$ cat config.mk
export PLATFORM = sky130hd
export DESIGN_NAME = internet_checksum_word_stream_top_flat
export DESIGN_NICKNAME = d
export VERILOG_FILES = /design/src/hw/rtl/ics_pkg.sv /design/src/hw/rtl/ics_word_if.sv /design/src/hw/rtl/ics_sum_if.sv /design/src/hw/rtl/internet_checksum_word_stream_top.sv /design/src/hw/rtl/ics_accum.sv /design/src/hw/rtl/ics_fold.sv /design/src/flat_wrapper.sv
export SDC_FILE = /design/constraint.sdc
export NUM_CORES = 1
export LEC_CHECK = 0
export ABC_AREA = 1
export ABC_CLOCK_PERIOD_IN_PS = 10200
export BUFFER_PORTS_ARGS = -buffer_cell sky130_fd_sc_hd__buf_2
export CAP_MARGIN = 15
export CELL_PAD_IN_SITES_DETAIL_PLACEMENT = 1
export CELL_PAD_IN_SITES_GLOBAL_PLACEMENT = 2
export CORE_ASPECT_RATIO = 1.4
export CORE_MARGIN = 2
export CORE_UTILIZATION = 36
export CTS_BUF_LIST = sky130_fd_sc_hd__clkbuf_4 sky130_fd_sc_hd__clkbuf_8
export DETAILED_ROUTE_END_ITERATION = 8
export GPL_ROUTABILITY_DRIVEN = 0
export PLACE_DENSITY_LB_ADDON = 0.1
export SETUP_SLACK_MARGIN = 0.05
export SYNTH_ARGS = -nofsm -noshare
export SYNTH_HDL_FRONTEND = slang
export SYNTH_SLANG_ARGS = --single-unit
$ cat constraint.sdc
create_clock -name clk -period 10.2 [get_ports clk]
set_clock_uncertainty 0.15 [all_clocks]
set_input_delay 2.04 -clock clk [delete_from_list [all_inputs] [get_ports clk]]
set_output_delay 2.04 -clock clk [all_outputs]
set_load 0.05 [all_outputs]
$ cat src/hw/rtl/ics_pkg.sv
`timescale 1ns / 1ps
`default_nettype none
// ---------------------------------------------------------------------------
// ics_pkg - shared types and helpers for the word-stream Internet checksum
// Holds the word and sum payload types, the byte order codes and the byte
// mask helper used by the accumulator.
// ---------------------------------------------------------------------------
package ics_pkg;

    localparam int ICS_WORD_BYTES = 8;
    localparam int ICS_DATA_W     = 64;
    localparam int ICS_SUM_W      = 16;
    localparam int ICS_SKIP_W     = 3;
    localparam int ICS_KEEP_W     = 4;

    localparam logic ICS_ORDER_LE = 1'b0;
    localparam logic ICS_ORDER_BE = 1'b1;

    typedef struct packed {
        logic [ICS_DATA_W-1:0] data_word;
        logic                  first_word;
        logic                  last_word;
        logic [ICS_SKIP_W-1:0] head_skip;
        logic [ICS_KEEP_W-1:0] tail_keep;
    } ics_word_t;

    typedef struct packed {
        logic [ICS_DATA_W-1:0] sum;
        logic                  odd;
    } ics_sum_t;

    // Ones in the low nbytes bytes; eight or more gives all ones.
    function automatic logic [ICS_DATA_W-1:0] ics_byte_mask(input logic [ICS_KEEP_W-1:0] nbytes);
        logic [ICS_DATA_W-1:0] m;
        m = '0;
        for (int i = 0; i < ICS_DATA_W / 8; i++)
        begin
            if (ICS_KEEP_W'(i) < nbytes)
            begin
                m[i*8 +: 8] = 8'hFF;
            end
        end
        return m;
    endfunction

endpackage
`default_nettype wire

$ cat src/hw/rtl/ics_word_if.sv
`timescale 1ns / 1ps
`default_nettype none
// ---------------------------------------------------------------------------
// ics_word_if - input word stream channel
// Carries valid, ready and one aligned buffer word with its framing fields.
// ---------------------------------------------------------------------------
interface ics_word_if
    import ics_pkg::*;
    ();

    logic                  valid;
    logic                  ready;
    logic [ICS_DATA_W-1:0] data_word;
    logic                  first_word;
    logic                  last_word;
    logic [ICS_SKIP_W-1:0] head_skip;
    logic [ICS_KEEP_W-1:0] tail_keep;

    modport source (
        output valid, data_word, first_word, last_word, head_skip, tail_keep,
        input  ready
    );

    modport sink (
        input  valid, data_word, first_word, last_word, head_skip, tail_keep,
        output ready
    );

endinterface
`default_nettype wire

$ cat src/hw/rtl/ics_sum_if.sv
`timescale 1ns / 1ps
`default_nettype none
// ---------------------------------------------------------------------------
// ics_sum_if - checksum result channel
// Carries valid, ready and the folded 16-bit checksum of one buffer.
// ---------------------------------------------------------------------------
interface ics_sum_if
    import ics_pkg::*;
    ();

    logic                 valid;
    logic                 ready;
    logic [ICS_SUM_W-1:0] checksum;

    modport source (
        output valid, checksum,
        input  ready
    );

    modport sink (
        input  valid, checksum,
        output ready
    );

endinterface
`default_nettype wire

$ cat src/hw/rtl/internet_checksum_word_stream_top.sv
`timescale 1ns / 1ps
`default_nettype none
// ---------------------------------------------------------------------------
// internet_checksum_word_stream_top - streaming Internet checksum over words
// Path: the checksum of a buffer is valid once its last word has passed the
//   input register loaded by the transfer, the accumulate register and the
//   fold/output register; the result transfers when result.ready is high.
// Throughput: one word per cycle, set by the end-around add into the running
//   sum, unless a last word waits on the result register; results leave at up to one per cycle.
// Reset: rst_n clears the running sum, odd-start flag, byte order (little
//   endian) and all valid flags; no clearing pass is needed.
// ---------------------------------------------------------------------------
module internet_checksum_word_stream_top
    import ics_pkg::*;
#(
    parameter int WORD_BYTES = ICS_WORD_BYTES
)
(
    input  wire logic clk,
    input  wire logic rst_n,
    input  wire logic cfg_we,
    input  wire logic cfg_wdata,
    ics_word_if.sink  words,
    ics_sum_if.source result
);

    // Byte order register; the user must write it only while the block is idle (not enforced here).
    logic      byte_order_reg, byte_order_next;

    // Input register: one word in flight ahead of the accumulator.
    logic      s1_valid_reg, s1_valid_next;
    ics_word_t s1_item_reg, s1_item_next;

    logic      item_take;
    logic      s1_free;
    logic      accept;
    logic      done_valid;
    ics_sum_t  done;
    logic      done_take;

    // Take a new word whenever the input register is empty or drains now.
    assign s1_free     = !s1_valid_reg || item_take;
    assign words.ready = s1_free;
    assign accept      = words.valid && s1_free;

    always_comb
    begin
        byte_order_next = cfg_we ? cfg_wdata : byte_order_reg;

        s1_valid_next = s1_valid_reg;
        s1_item_next  = s1_item_reg;
        if (item_take)
            s1_valid_next = 1'b0;
        if (accept)
        begin
            // Capture the transfer; it overlaps with the word leaving.
            s1_valid_next           = 1'b1;
            s1_item_next.data_word  = words.data_word;
            s1_item_next.first_word = words.first_word;
            s1_item_next.last_word  = words.last_word;
            s1_item_next.head_skip  = words.head_skip;
            s1_item_next.tail_keep  = words.tail_keep;
        end
    end

    always_ff @(posedge clk or negedge rst_n)
    begin
        if (!rst_n)
        begin
            byte_order_reg <= ICS_ORDER_LE;
            s1_valid_reg   <= 1'b0;
        end
        else
        begin
            byte_order_reg <= byte_order_next;
            s1_valid_reg   <= s1_valid_next;
        end
    end

    always_ff @(posedge clk)
    begin
        s1_item_reg <= s1_item_next;
    end

    // Mask partial words and advance the one's-complement sum.
    ics_accum #(
        .WORD_BYTES (WORD_BYTES)
    ) u_accum (
        .clk        (clk),
        .rst_n      (rst_n),
        .byte_order (byte_order_reg),
        .item_valid (s1_valid_reg),
        .item       (s1_item_reg),
        .item_take  (item_take),
        .done_valid (done_valid),
        .done       (done),
        .done_take  (done_take)
    );

    // Fold the closed sum to 16 bits and hold it for the result transfer.
    ics_fold #(
        .WORD_BYTES (WORD_BYTES)
    ) u_fold (
        .clk        (clk),
        .rst_n      (rst_n),
        .done_valid (done_valid),
        .done       (done),
        .done_take  (done_take),
        .result     (result)
    );

endmodule
`default_nettype wire

$ cat src/hw/rtl/ics_accum.sv
`timescale 1ns / 1ps
`default_nettype none
// ---------------------------------------------------------------------------
// ics_accum - masking and one's-complement accumulation
// Clears head and tail bytes of partial words, adds each word with
// end-around carry, and registers the final sum of a buffer.
// ---------------------------------------------------------------------------
module ics_accum
    import ics_pkg::*;
#(
    parameter int WORD_BYTES = ICS_WORD_BYTES
)
(
    input  wire logic      clk,
    input  wire logic      rst_n,
    input  wire logic      byte_order,
    input  wire logic      item_valid,
    input  wire ics_word_t item,
    output logic           item_take,
    output logic           done_valid,
    output ics_sum_t       done,
    input  wire logic      done_take
);

    localparam int WORD_W = WORD_BYTES * 8;
    localparam logic [ICS_KEEP_W-1:0] WB = ICS_KEEP_W'(WORD_BYTES);

    logic [ICS_DATA_W-1:0] sum_reg, sum_next;
    logic                  odd_reg, odd_next;
    logic                  done_valid_reg, done_valid_next;
    ics_sum_t              done_reg, done_next;

    logic [ICS_DATA_W-1:0] word_mask;
    logic [ICS_KEEP_W-1:0] skip_c;
    logic [ICS_KEEP_W-1:0] keep_c;
    logic [ICS_DATA_W-1:0] data;
    logic [ICS_DATA_W-1:0] base;
    logic [ICS_DATA_W:0]   sum_wide;
    logic                  carry;
    logic [ICS_DATA_W-1:0] new_sum;
    logic                  odd_now;
    logic                  done_free;

    assign word_mask = ics_byte_mask(WB);
    assign done_free = !done_valid_reg || done_take;
    // Hold a last word until the result register can take its sum.
    assign item_take = item_valid && (!item.last_word || done_free);

    always_comb
    begin
        skip_c = ({1'b0, item.head_skip} > WB) ? WB : {1'b0, item.head_skip};
        keep_c = (item.tail_keep > WB) ? WB : item.tail_keep;

        data = item.data_word & word_mask;
        if (item.first_word)
        begin
            if (byte_order == ICS_ORDER_LE)
                data = data & ~ics_byte_mask(skip_c);
            else
                data = data & ics_byte_mask(WB - skip_c);
        end
        if (item.last_word)
        begin
            if (byte_order == ICS_ORDER_LE)
                data = data & ics_byte_mask(keep_c);
            else
                data = data & ~ics_byte_mask(WB - keep_c);
        end
        data = data & word_mask;

        base     = item.first_word ? '0 : sum_reg;
        sum_wide = {1'b0, base} + {1'b0, data};
        carry    = sum_wide[WORD_W];
        new_sum  = (sum_wide[ICS_DATA_W-1:0] & word_mask) + {{(ICS_DATA_W-1){1'b0}}, carry};
        odd_now  = item.first_word ? skip_c[0] : odd_reg;
    end

    always_comb
    begin
        sum_next        = sum_reg;
        odd_next        = odd_reg;
        done_valid_next = done_valid_reg;
        done_next       = done_reg;
        if (done_take)
            done_valid_next = 1'b0;
        if (item_take)
        begin
            if (item.last_word)
            begin
                // Drop the running state once the buffer closes.
                sum_next        = '0;
                odd_next        = 1'b0;
                done_valid_next = 1'b1;
                done_next.sum   = new_sum;
                done_next.odd   = odd_now;
            end
            else
            begin
                sum_next = new_sum;
                odd_next = odd_now;
            end
        end
    end

    always_ff @(posedge clk or negedge rst_n)
    begin
        if (!rst_n)
        begin
            sum_reg        <= '0;
            odd_reg        <= 1'b0;
            done_valid_reg <= 1'b0;
        end
        else
        begin
            sum_reg        <= sum_next;
            odd_reg        <= odd_next;
            done_valid_reg <= done_valid_next;
        end
    end

    always_ff @(posedge clk)
    begin
        done_reg <= done_next;
    end

    assign done_valid = done_valid_reg;
    assign done       = done_reg;

endmodule
`default_nettype wire

$ cat src/hw/rtl/ics_fold.sv
`timescale 1ns / 1ps
`default_nettype none
// ---------------------------------------------------------------------------
// ics_fold - fold to 16 bits and output register
// Folds the word sum in 16-bit chunks with end-around carry, swaps bytes
// for an odd start, and holds the checksum for the result channel.
// ---------------------------------------------------------------------------
module ics_fold
    import ics_pkg::*;
#(
    parameter int WORD_BYTES = ICS_WORD_BYTES
)
(
    input  wire logic     clk,
    input  wire logic     rst_n,
    input  wire logic     done_valid,
    input  wire ics_sum_t done,
    output logic          done_take,
    ics_sum_if.source     result
);

    localparam int NCHUNK = ((WORD_BYTES * 8 + 15) / 16 < 4) ? (WORD_BYTES * 8 + 15) / 16 : 4;

    logic                 out_valid_reg, out_valid_next;
    logic [ICS_SUM_W-1:0] checksum_reg, checksum_next;
    logic [ICS_SUM_W:0]   r;
    logic [ICS_SUM_W-1:0] folded;
    logic                 out_free;

    assign out_free  = !out_valid_reg || result.ready;
    assign done_take = done_valid && out_free;

    always_comb
    begin
        r = '0;
        for (int i = 0; i < NCHUNK; i++)
        begin
            r = r + {1'b0, done.sum[16*i +: 16]};
            r = {1'b0, r[ICS_SUM_W-1:0]} + {{ICS_SUM_W{1'b0}}, r[ICS_SUM_W]};
        end
        folded = r[ICS_SUM_W-1:0];
        if (done.odd)
            folded = {folded[7:0], folded[15:8]};
    end

    always_comb
    begin
        out_valid_next = out_valid_reg;
        checksum_next  = checksum_reg;
        if (result.ready)
            out_valid_next = 1'b0;
        if (done_take)
        begin
            out_valid_next = 1'b1;
            checksum_next  = folded;
        end
    end

    always_ff @(posedge clk or negedge rst_n)
    begin
        if (!rst_n)
            out_valid_reg <= 1'b0;
        else
            out_valid_reg <= out_valid_next;
    end

    always_ff @(posedge clk)
    begin
        checksum_reg <= checksum_next;
    end

    assign result.valid    = out_valid_reg;
    assign result.checksum = checksum_reg;

endmodule
`default_nettype wire
$ cat src/flat_wrapper.sv
// flat-port wrapper written by rule: the top's interface ports become plain ports
module internet_checksum_word_stream_top_flat import ics_pkg::*;
#(
    parameter int WORD_BYTES = ICS_WORD_BYTES
)
  (clk, rst_n, cfg_we, cfg_wdata, words_valid, words_data_word, words_first_word, words_last_word, words_head_skip, words_tail_keep, words_ready, result_valid, result_checksum, result_ready);
  ics_word_if words_i ();
  ics_sum_if result_i ();
  input  wire logic clk;
  input  wire logic rst_n;
  input  wire logic cfg_we;
  input  wire logic cfg_wdata;
  input wire logic [$bits(words_i.valid)-1:0] words_valid;
  input wire logic [$bits(words_i.data_word)-1:0] words_data_word;
  input wire logic [$bits(words_i.first_word)-1:0] words_first_word;
  input wire logic [$bits(words_i.last_word)-1:0] words_last_word;
  input wire logic [$bits(words_i.head_skip)-1:0] words_head_skip;
  input wire logic [$bits(words_i.tail_keep)-1:0] words_tail_keep;
  output wire logic [$bits(words_i.ready)-1:0] words_ready;
  output wire logic [$bits(result_i.valid)-1:0] result_valid;
  output wire logic [$bits(result_i.checksum)-1:0] result_checksum;
  input wire logic [$bits(result_i.ready)-1:0] result_ready;
  assign words_i.valid = words_valid;
  assign words_i.data_word = words_data_word;
  assign words_i.first_word = words_first_word;
  assign words_i.last_word = words_last_word;
  assign words_i.head_skip = words_head_skip;
  assign words_i.tail_keep = words_tail_keep;
  assign words_ready = words_i.ready;
  assign result_valid = result_i.valid;
  assign result_checksum = result_i.checksum;
  assign result_i.ready = result_ready;
  internet_checksum_word_stream_top #(.WORD_BYTES(WORD_BYTES)) u_core (.clk(clk), .rst_n(rst_n), .cfg_we(cfg_we), .cfg_wdata(cfg_wdata), .words(words_i), .result(result_i));
endmodule
# == Word-level counts from Yosys, hierarchy flattened ==
# Index checks and enable logic that the tools add are counted.
# totals
reg_bits,223
wordCells,192
in_bits,79
output_inout_bits,18
# classes
n_mux,114
bitwise_logic,6
order_cmp,34
n_reduce_logical,14
n_addsub,10
# ops
cell,count
$mux W8,96
$mux W64,6
$and A64 B64 Y64,4
$not A64 Y64,2
$add A64 B64 Y65,1
$add A64 B1 Y64,1
$lt A3 B4 Y1 const A,16
$add A16 B1 Y17,2
$add A17 B16 Y17,2
$lt A1 B4 Y1 const A,8
$lt A2 B4 Y1 const A,8
$add A16 B16 Y17,1
$add A16 B1 Y16,1
$mux W16,1
$mux W1,9
$mux W4,2
$sub A4 B4 Y4 const A,2
$gt A3 B4 Y1 const B,1
$gt A4 B4 Y1 const B,1
$logic_not A1 Y1,4
$logic_or A1 B1 Y1,4
$reduce_bool A2 Y1,2
$logic_and A1 B1 Y1,3
$reduce_and A2 Y1,1

# == Depth between registers and ports, before layout ==
# Gate-level depths: netlist of the first run.
# depth
word_depth,16
mapped_depth,54

# == Cells and area by module ==
# From an unflattened synthesis of the first run, not the netlist that was laid out.
# unflattened
cells_unflattened,3140
area_unflattened_um2,20369.5
# modules_own_cells
mod,seq_area_each_um2,cells_each,n_inst,area_each_um2
ics_accum,3603.5,2502,1,14516.4
ics_fold,505.5,555,1,3578.4
internet_checksum_word_stream_top,2242.2,83,1,2274.7

# == Worst setup path before layout of the first run ==
# OpenSTA, ideal clock, no wires.
# synth_timing
path_kind,flip-flop to flip-flop
start,register u_core.u_accum.done_reg (netlist bit u_core.u_accum.done[1])
end,"register u_core.u_fold.checksum_reg[4] (netlist: u_core.u_fold.result.checksum[4]), data pin"
path_stages_with_launch,54
required_ps,9784
path_slack_ps,2796
arrival_ps,6989
cell_sequence,edfxtp_1 ha_1 inv_1 fa_1 nor2_1 nor2_1 o221ai_1 a21o_1 a21oi_1 o21ai_0 nand3_1 nand2_1 a31oi_1 fa_1 fa_1 nand3b_1 nand2_1 a21oi_1 [18 not listed] nand2_1 inv_1 o21ai_0 a21oi_1 o21bai_1 ha_1 ha_1 nand2_1 nor2_1 nand2_1 nor2_1 nand2_1 nor2_1 nand3_1 nor2_1 nand3_1 nand3_1 o21ai_0
# synth_between
elab_chain_cells,7
# synth_lines
item,line_no,source
start: declaration,ics_accum.sv:31,"ics_sum_t done_reg, done_next;"
start signal: assignment,ics_accum.sv:123,done_reg <= done_next;
$add A16 B16 Y17,ics_fold.sv:38,"r = r + {1'b0, done.sum[16*i +: 16]};"
$add A16 B1 Y17,ics_fold.sv:39,"r = {1'b0, r[ICS_SUM_W-1:0]} + {{ICS_SUM_W{1'b0}}, r[ICS_SUM_W]};"
$add A17 B16 Y17,ics_fold.sv:38,
$add A16 B1 Y17,ics_fold.sv:39,
$add A17 B16 Y17,ics_fold.sv:38,
$add A16 B1 Y16,ics_fold.sv:39,
$mux W16,ics_fold.sv:42,if (done.odd)
via u_core.u_fold.folded[4],ics_fold.sv:27,logic [ICS_SUM_W-1:0] folded;
end signal: assignment,ics_fold.sv:69,checksum_reg <= checksum_next;
end: declaration,ics_fold.sv:25,"logic [ICS_SUM_W-1:0] checksum_reg, checksum_next;"
# The timed path passes the listed nets, and every way through them passes these cells.
# A chain may end at the register's enable or synchronous reset.

# == Final worst setup path of the first run ==
# layout_timing
start,register u_core.u_accum.done_reg (netlist bit u_core.u_accum.done[17])
end,"register u_core.u_fold.checksum_reg[4] (netlist: u_core.u_fold.result.checksum[4]), data pin"
# Same word-level chain as after synthesis.

==> results.py, run 1 <==
metrics = {
    "clock_network": {
        "cts-root-buf": "clkbuf_8",
        "clkTransAtPathRegs_ns": 0.07,
        "clock_latency_ns": 0.63,
        "ctsResizeCount": 0,
        "cts_num_sinks": 223,
        "cts_hold_buf": 0,
        "cts_buffer_depth": 3,
        "ctsHtreeMaxLevel": 2,
        "cts_buffers": 40,
        "cts_tree": "yes",
        "post-cts-setup-buffer-count": 0,
    },
    "synthesis": {
        "synth-edff-count": 154,
        "synthesis.nets": 3212,
        "synth_adder_area_share": 0.08486,
        "synth.distinct_cells": 46,
        "synth_top_family_by_area": "simple AND/OR/NAND/NOR gates",
        "syn_area_per_cell_sq_um": 6.508,
        "synth_top_area_frac": 0.2365,
        "synth_xor_area_frac": 0.03616,
        "synth_area_sq_um": 19550,
        "yosysTopAreaCell": "edfxtp_1",
        "ys_top_cells_by_area": "edfxtp_1 24%, nand2_1 20%, inv_1 12%, dfrtp_1 8.8%, ha_1 7.9%",
        "synth-seq-cells": 223,
        "synth_compound_area_frac": 0.06368,
        "ys_warn_count": 0,
        "synthFlopType": "edfxtp_1",
        "yosys.area_share.simple": 0.3688,
        "muxShareOfSynthArea": 0,
        "synth_cells": 3004,
        "yosysSeqAreaShare": 0.3249,
        "synthArstFlopShare": 0.3094,
    },
    "run": {
        "cap_viol_max_count": 0,
    },
    "timing": {
        "worst_slew_pin_slew_ns": 1.166,
        "fmax_mhz": 116.0,
        "whs_ns": 0.3113,
        "setup-tns-final_ns": 0,
        "final-setup-viol-count": 0,
        "slew_headroom": 0.2227,
        "fin_crit_ns": 8.623,
        "drv_slew": 0,
        "finalCritPeriodShare": 0.8454,
        "rsz0062_at_grt": "no",
        "finalHoldViolCount": 0,
    },
    "drt": {
        "viasPerCell": 4.914,
        "detail-route-antenna-nets": 0,
        "drt-initial-drc-count": 720,
        "drt_pre_antenna_iters": 5,
        "wl_mm": 75.39,
        "post_drt_wl_per_cell_microns": 19.42,
        "remaining_drc_errors": 0,
        "vias": 19080,
    },
    "pwr": {
        "ir_worst_vdd_uv": 111.7,
        "powerDensity_nw_per_um2": 208.3,
        "leakagePower_nw": 11.42,
    },
    "die": {
        "start_util": 0.3623,
        "die_h_microns": 279.7,
        "rows": 101,
        "coreArea_sq_um": 53960,
        "chipWidth_microns": 201.0,
        "die_area_sq_um": 56210,
        "io_pins": 97,
    },
    "worst_setup_path": {
        "path_class": "flip-flop to flip-flop",
        "crit_arrival_ns": 8.80,
        "crit_top_cell": "nand2_1",
        "cp-start-kind": "flip-flop",
        "cpPeakStageDelay_ns": 0.42,
        "cp.required_ns": 10.38,
        "cp_max_fo": 3,
        "worst_setup_path_end_kind": "flip-flop",
        "critPathSlowestCell": "fa_1",
    },
    "layout": {
        "seqCellArea_sq_um": 6351,
        "largest_reg_flops": 73,
        "final_nets": 3337,
        "fillers": 7176,
        "area_delta_synth_final_pct": 11.39,
        "multi_input_comb_area_sq_um": 10840,
        "drive_gt1_frac": 0.07756,
    },
    "global_route": {
        "antenna_found_initial": 2,
        "grt_overflow": 0,
        "grt_pass1_vias": 20280,
        "grt_pass1_wl_mm": 114.5,
        "grt_max_degree": 66,
        "grt.total_usage": 0.2687,
    },
    "placement": {
        "io_buffer_count": 96,
        "hpwl_mm": 64.16,
    },
    "status": {
        "status": "finished clean",
    },
    "hold_path": {
        "hp-class": "flip-flop to flip-flop",
    },
}
==> cell usage in the layout (no fill, tap or decap), drive strengths merged, types with 27 or more instances in the layout <==
master / count
a21oi: 86
buf: 108
nand4: 33
xor2: 63
o22ai: 27
dfrtp: 69
edfxtp: 154
inv: 608
ha: 123
o21ai: 71
nand3: 171
nand2: 1064
nor2: 371
clkbuf: 52
==> metal layers <==
layer | GRT usage | part of all wire
met3 | 0.02571 | 0.028
met1 | 0.3087 | 0.42
met4 | 0.1284 | 0.052
met5 | 0 | 0
met2 | 0.4982 | 0.50
==> where the power goes <==
| part | internal, mW | switching [mW] | total (mW) | leakage, nW |
|---|---|---|---|---|
| sequential | 1.16 | 0.0463 | 1.21 | 2.38 |
| clock | 0.494 | 0.421 | 0.914 | 0.431 |
| combinational | 0.727 | 1.69 | 2.42 | 8.61 |
==> synthesized netlist by cell type, drive strengths merged, types with 13 or more instances <==
master     n
a21oi     86
and2      21
clkbuf    23
dfrtp     69
edfxtp   154
ha       123
inv      606
nand2   1064
nand3    171
nand3b    13
nand4     33
nor2     371
nor3      15
nor3b     23
o21ai     71
o21bai    13
o22ai     27
xnor2     16
xor2      63
==> metrics by stage <==
stage          utilization  cells  instance area, sq um  power, mW  setup slack, ns
2_1_floorplan            -   3004                 19550      2.899            2.796
3_3_place_gp        0.3881   3808                 20940      3.578            1.996
3_5_place_dp        0.3881   3808                 20940      3.643            1.607
4_1_cts             0.4035   3880                 21770      4.590            1.560
5_1_grt             0.4035   3881                 21770      4.893           0.7189
6_report            0.4036   3882                 21780      4.537            1.577
==> final timing paths <==
check                                          start                               end  slack [ns]  depth (start not counted)
hold / removal             u_core.u_accum.done_valid        u_core.u_fold.result.valid        0.31                          2
setup reg to reg             u_core.u_accum.done[17]  u_core.u_fold.result.checksum[4]        1.58                         53
max in group asynchronous                      rst_n        u_core.u_accum.sum_reg[54]        7.61                          2
hold reg to reg            u_core.u_accum.done_valid        u_core.u_fold.result.valid        0.31                          2
setup / recovery             u_core.u_accum.done[17]  u_core.u_fold.result.checksum[4]        1.58                         53
min in group asynchronous                      rst_n         u_core.u_accum.sum_reg[8]        1.19                          1
==> layout make-up <==
| class | instances | area share |
|---|---|---|
| clock buffers | 52 | 0.02971 |
| multi-input cells | 2148 | 0.4976 |
| flip-flops and latches | 223 | 0.2917 |
| clock inverters | 20 | 0.008274 |
| well taps | 721 | 0.04143 |
| diodes | 2 | 0.0002298 |
| inverters | 608 | 0.1048 |
| repair buffers | 108 | 0.02632 |
==> cells by family (layout without fill, tap and decap cells) <==
logic type / count (synthesis) / after routing
AND/OR/NAND/NOR: 1719 / 1719
buffers and inverters: 633 / 788
flip-flops: 223 / 223
AO/OA/AOI/OAI: 221 / 221
adder cells (fa/ha/maj): 129 / 129
XOR/XNOR: 79 / 79
other: 0 / 2
==> critical path: cells and delay by family, from the launching register on <==
kind / cells / cell delay (ns)
buffers and inverters: 2 / 0.11
AND/OR/NAND/NOR: 29 / 3.22
flip-flops: 1 / 0.35
adder cells (fa/ha/maj): 8 / 2.23
AO/OA/AOI/OAI: 14 / 2.28
Note: power is estimated with default switching activity, not from simulation.
==> inputs of run 2 (changes only) <==
Settings changed: ABC_CLOCK_PERIOD_IN_PS 10200 to 8800.
Clock period 10.2 ns to 8.8 ns, I/O delays scaled along.
==> results.py, run 2 (synthesized netlist as in run 1, its figures left out) <==
metrics = {
    "worst_setup_path": {
        "crit_top_cell": "nand2_1",
        "startpoint": "u_core.u_accum.done[1]",
        "critPathSlowestCell": "fa_1",
        "cpPeakStageDelay_ns": 0.43,
        "path_class": "flip-flop to flip-flop",
        "cp_max_fo": 3,
        "worstReg2RegStart": "u_core.u_accum.done[1]",
        "crit_arrival_ns": 8.15,
        "cp.required_ns": 8.98,
        "r2r_cells": 53,
        "cp-start-kind": "flip-flop",
        "worst_setup_path_end_kind": "flip-flop",
    },
    "timing": {
        "fin_crit_ns": 7.972,
        "drv_slew": 0,
        "finalHoldViolCount": 0,
        "setup-tns-final_ns": 0,
        "worst_slew_pin_slew_ns": 1.058,
        "finalCritPeriodShare": 0.9059,
        "final-setup-viol-count": 0,
        "fmax_mhz": 125.4,
        "rsz0062_at_grt": "no",
        "slew_headroom": 0.2943,
    },
    "global_route": {
        "grt.total_usage": 0.2701,
        "grt_max_degree": 66,
        "antenna_found_initial": 1,
        "grt_pass1_wl_mm": 115.4,
        "grt_pass1_vias": 20520,
        "grt_overflow": 0,
    },
    "clock_network": {
        "ctsHtreeMaxLevel": 2,
        "clock_latency_ns": 0.64,
        "cts_tree": "yes",
        "cts_hold_buf": 0,
        "cts_num_sinks": 223,
        "clkTransAtPathRegs_ns": 0.06,
        "cts_buffer_depth": 3,
        "cts_buffers": 40,
        "cts-root-buf": "clkbuf_8",
    },
    "die": {
        "die_h_microns": 279.7,
        "die_area_sq_um": 56210,
        "start_util": 0.3623,
        "coreArea_sq_um": 53960,
        "rows": 101,
        "chipWidth_microns": 201.0,
        "io_pins": 97,
    },
    "drt": {
        "wl_mm": 74.79,
        "viasPerCell": 4.901,
        "drt_pre_antenna_iters": 5,
        "vias": 19050,
        "post_drt_wl_per_cell_microns": 19.24,
        "drt-initial-drc-count": 719,
        "remaining_drc_errors": 0,
        "detail-route-antenna-nets": 0,
    },
    "hold_path": {
        "hp-start": "u_core.u_accum.done_valid",
        "hp-class": "flip-flop to flip-flop",
        "worstHoldPathCells": 2,
    },
    "run": {
        "cap_viol_max_count": 0,
    },
    "layout": {
        "final_nets": 3342,
        "largest_reg_flops": 73,
        "area_delta_synth_final_pct": 11.46,
        "drive_gt1_frac": 0.08059,
        "final_common_cell": "nand2_1",
        "layout_common_cells": "1047 x nand2_1, 600 x inv_1, 335 x nor2_1, 160 x nand3_1, 154 x edfxtp_1",
        "final_util": 0.4038,
    },
    "pwr": {
        "ir_worst_vdd_uv": 106.3,
        "power_mw": 5.215,
        "leakagePower_nw": 11.44,
        "powerDensity_nw_per_um2": 239.3,
    },
    "placement": {
        "hpwl_mm": 64.15,
        "io_buffer_count": 96,
    },
    "status": {
        "status": "finished clean",
    },
}
## run 2: cell types whose count changed in the layout (fill, tap and decap cells not counted), sizes merged
cell,before,now
buf,108,113
bufinv,3,1
clkbuf,52,56
clkinv,15,16
clkinvlp,2,0
inv,608,607
## run 2: layer usage
| layer | GRT usage | wire [microns] | vias to the layer above |
|---|---|---|---|
| met4 | 0.1235 | 3694 | 0 |
| met2 | 0.5020 | 38160 | 234 |
| met3 | 0.02513 | 1768 | 129 |
| met1 | 0.3119 | 31170 | 9109 |
| li1 | - | - | 9579 |
| met5 | 0 | 0 | - |
## run 2: path summary, 6_finish.rpt
check | slack [ns] | endpoint
max | 0.83 | u_core.u_fold.result.checksum[12]
min | 0.32 | u_core.u_fold.result.valid
max reg2reg | 0.83 | u_core.u_fold.result.checksum[12]
min reg2reg | 0.32 | u_core.u_fold.result.valid
max in group asynchronous | 6.50 | u_core.u_fold.result.valid
min in group asynchronous | 0.91 | u_core.u_accum.sum_reg[23]
## run 2: area by class of cell
type,instances,area [sq um]
Tap cell,721,902.1
Clock inverter,16,97.59
Inverter,608,2282
Clock buffer,56,683.2
Timing Repair Buffer,113,610.6
Multi-Input combinational cell,2148,10860
Fill cell,7209,32170
Antenna cell,2,5.005
Sequential cell,223,6351
## run 2: critical path, delay by kind of cell, from the launching register on
kind            cells  cell delay, ns
buf+inv             2            0.11
fa+ha+maj           8            2.21
compound gates     14            1.86
simple gates       29            2.99
flops               1            0.33
## run 2: power breakdown
part           internal [mW]  switching (mW)
registers               1.34          0.0532
logic                  0.852            1.96
clock network          0.530           0.472
total                   2.73            2.49
## run 2: timing repair
action                                  CTS  global route
endpoints found under the setup margin    0            14
gates resized for setup                   0             9
setup buffers                             0             1
## run 2: metrics by stage
step,cell area (sq um),hold slack [ns],cells,setup WS [ns]
after floorplan,19550,0.2837,3004,1.396
after detailed placement,20970,0.3159,3811,0.2433
after CTS,21750,0.3291,3883,0.2292
final,21790,0.3201,3887,0.8277
after global routing,21790,0.3609,3886,0.06642
after global placement,20970,0.3015,3811,0.5683
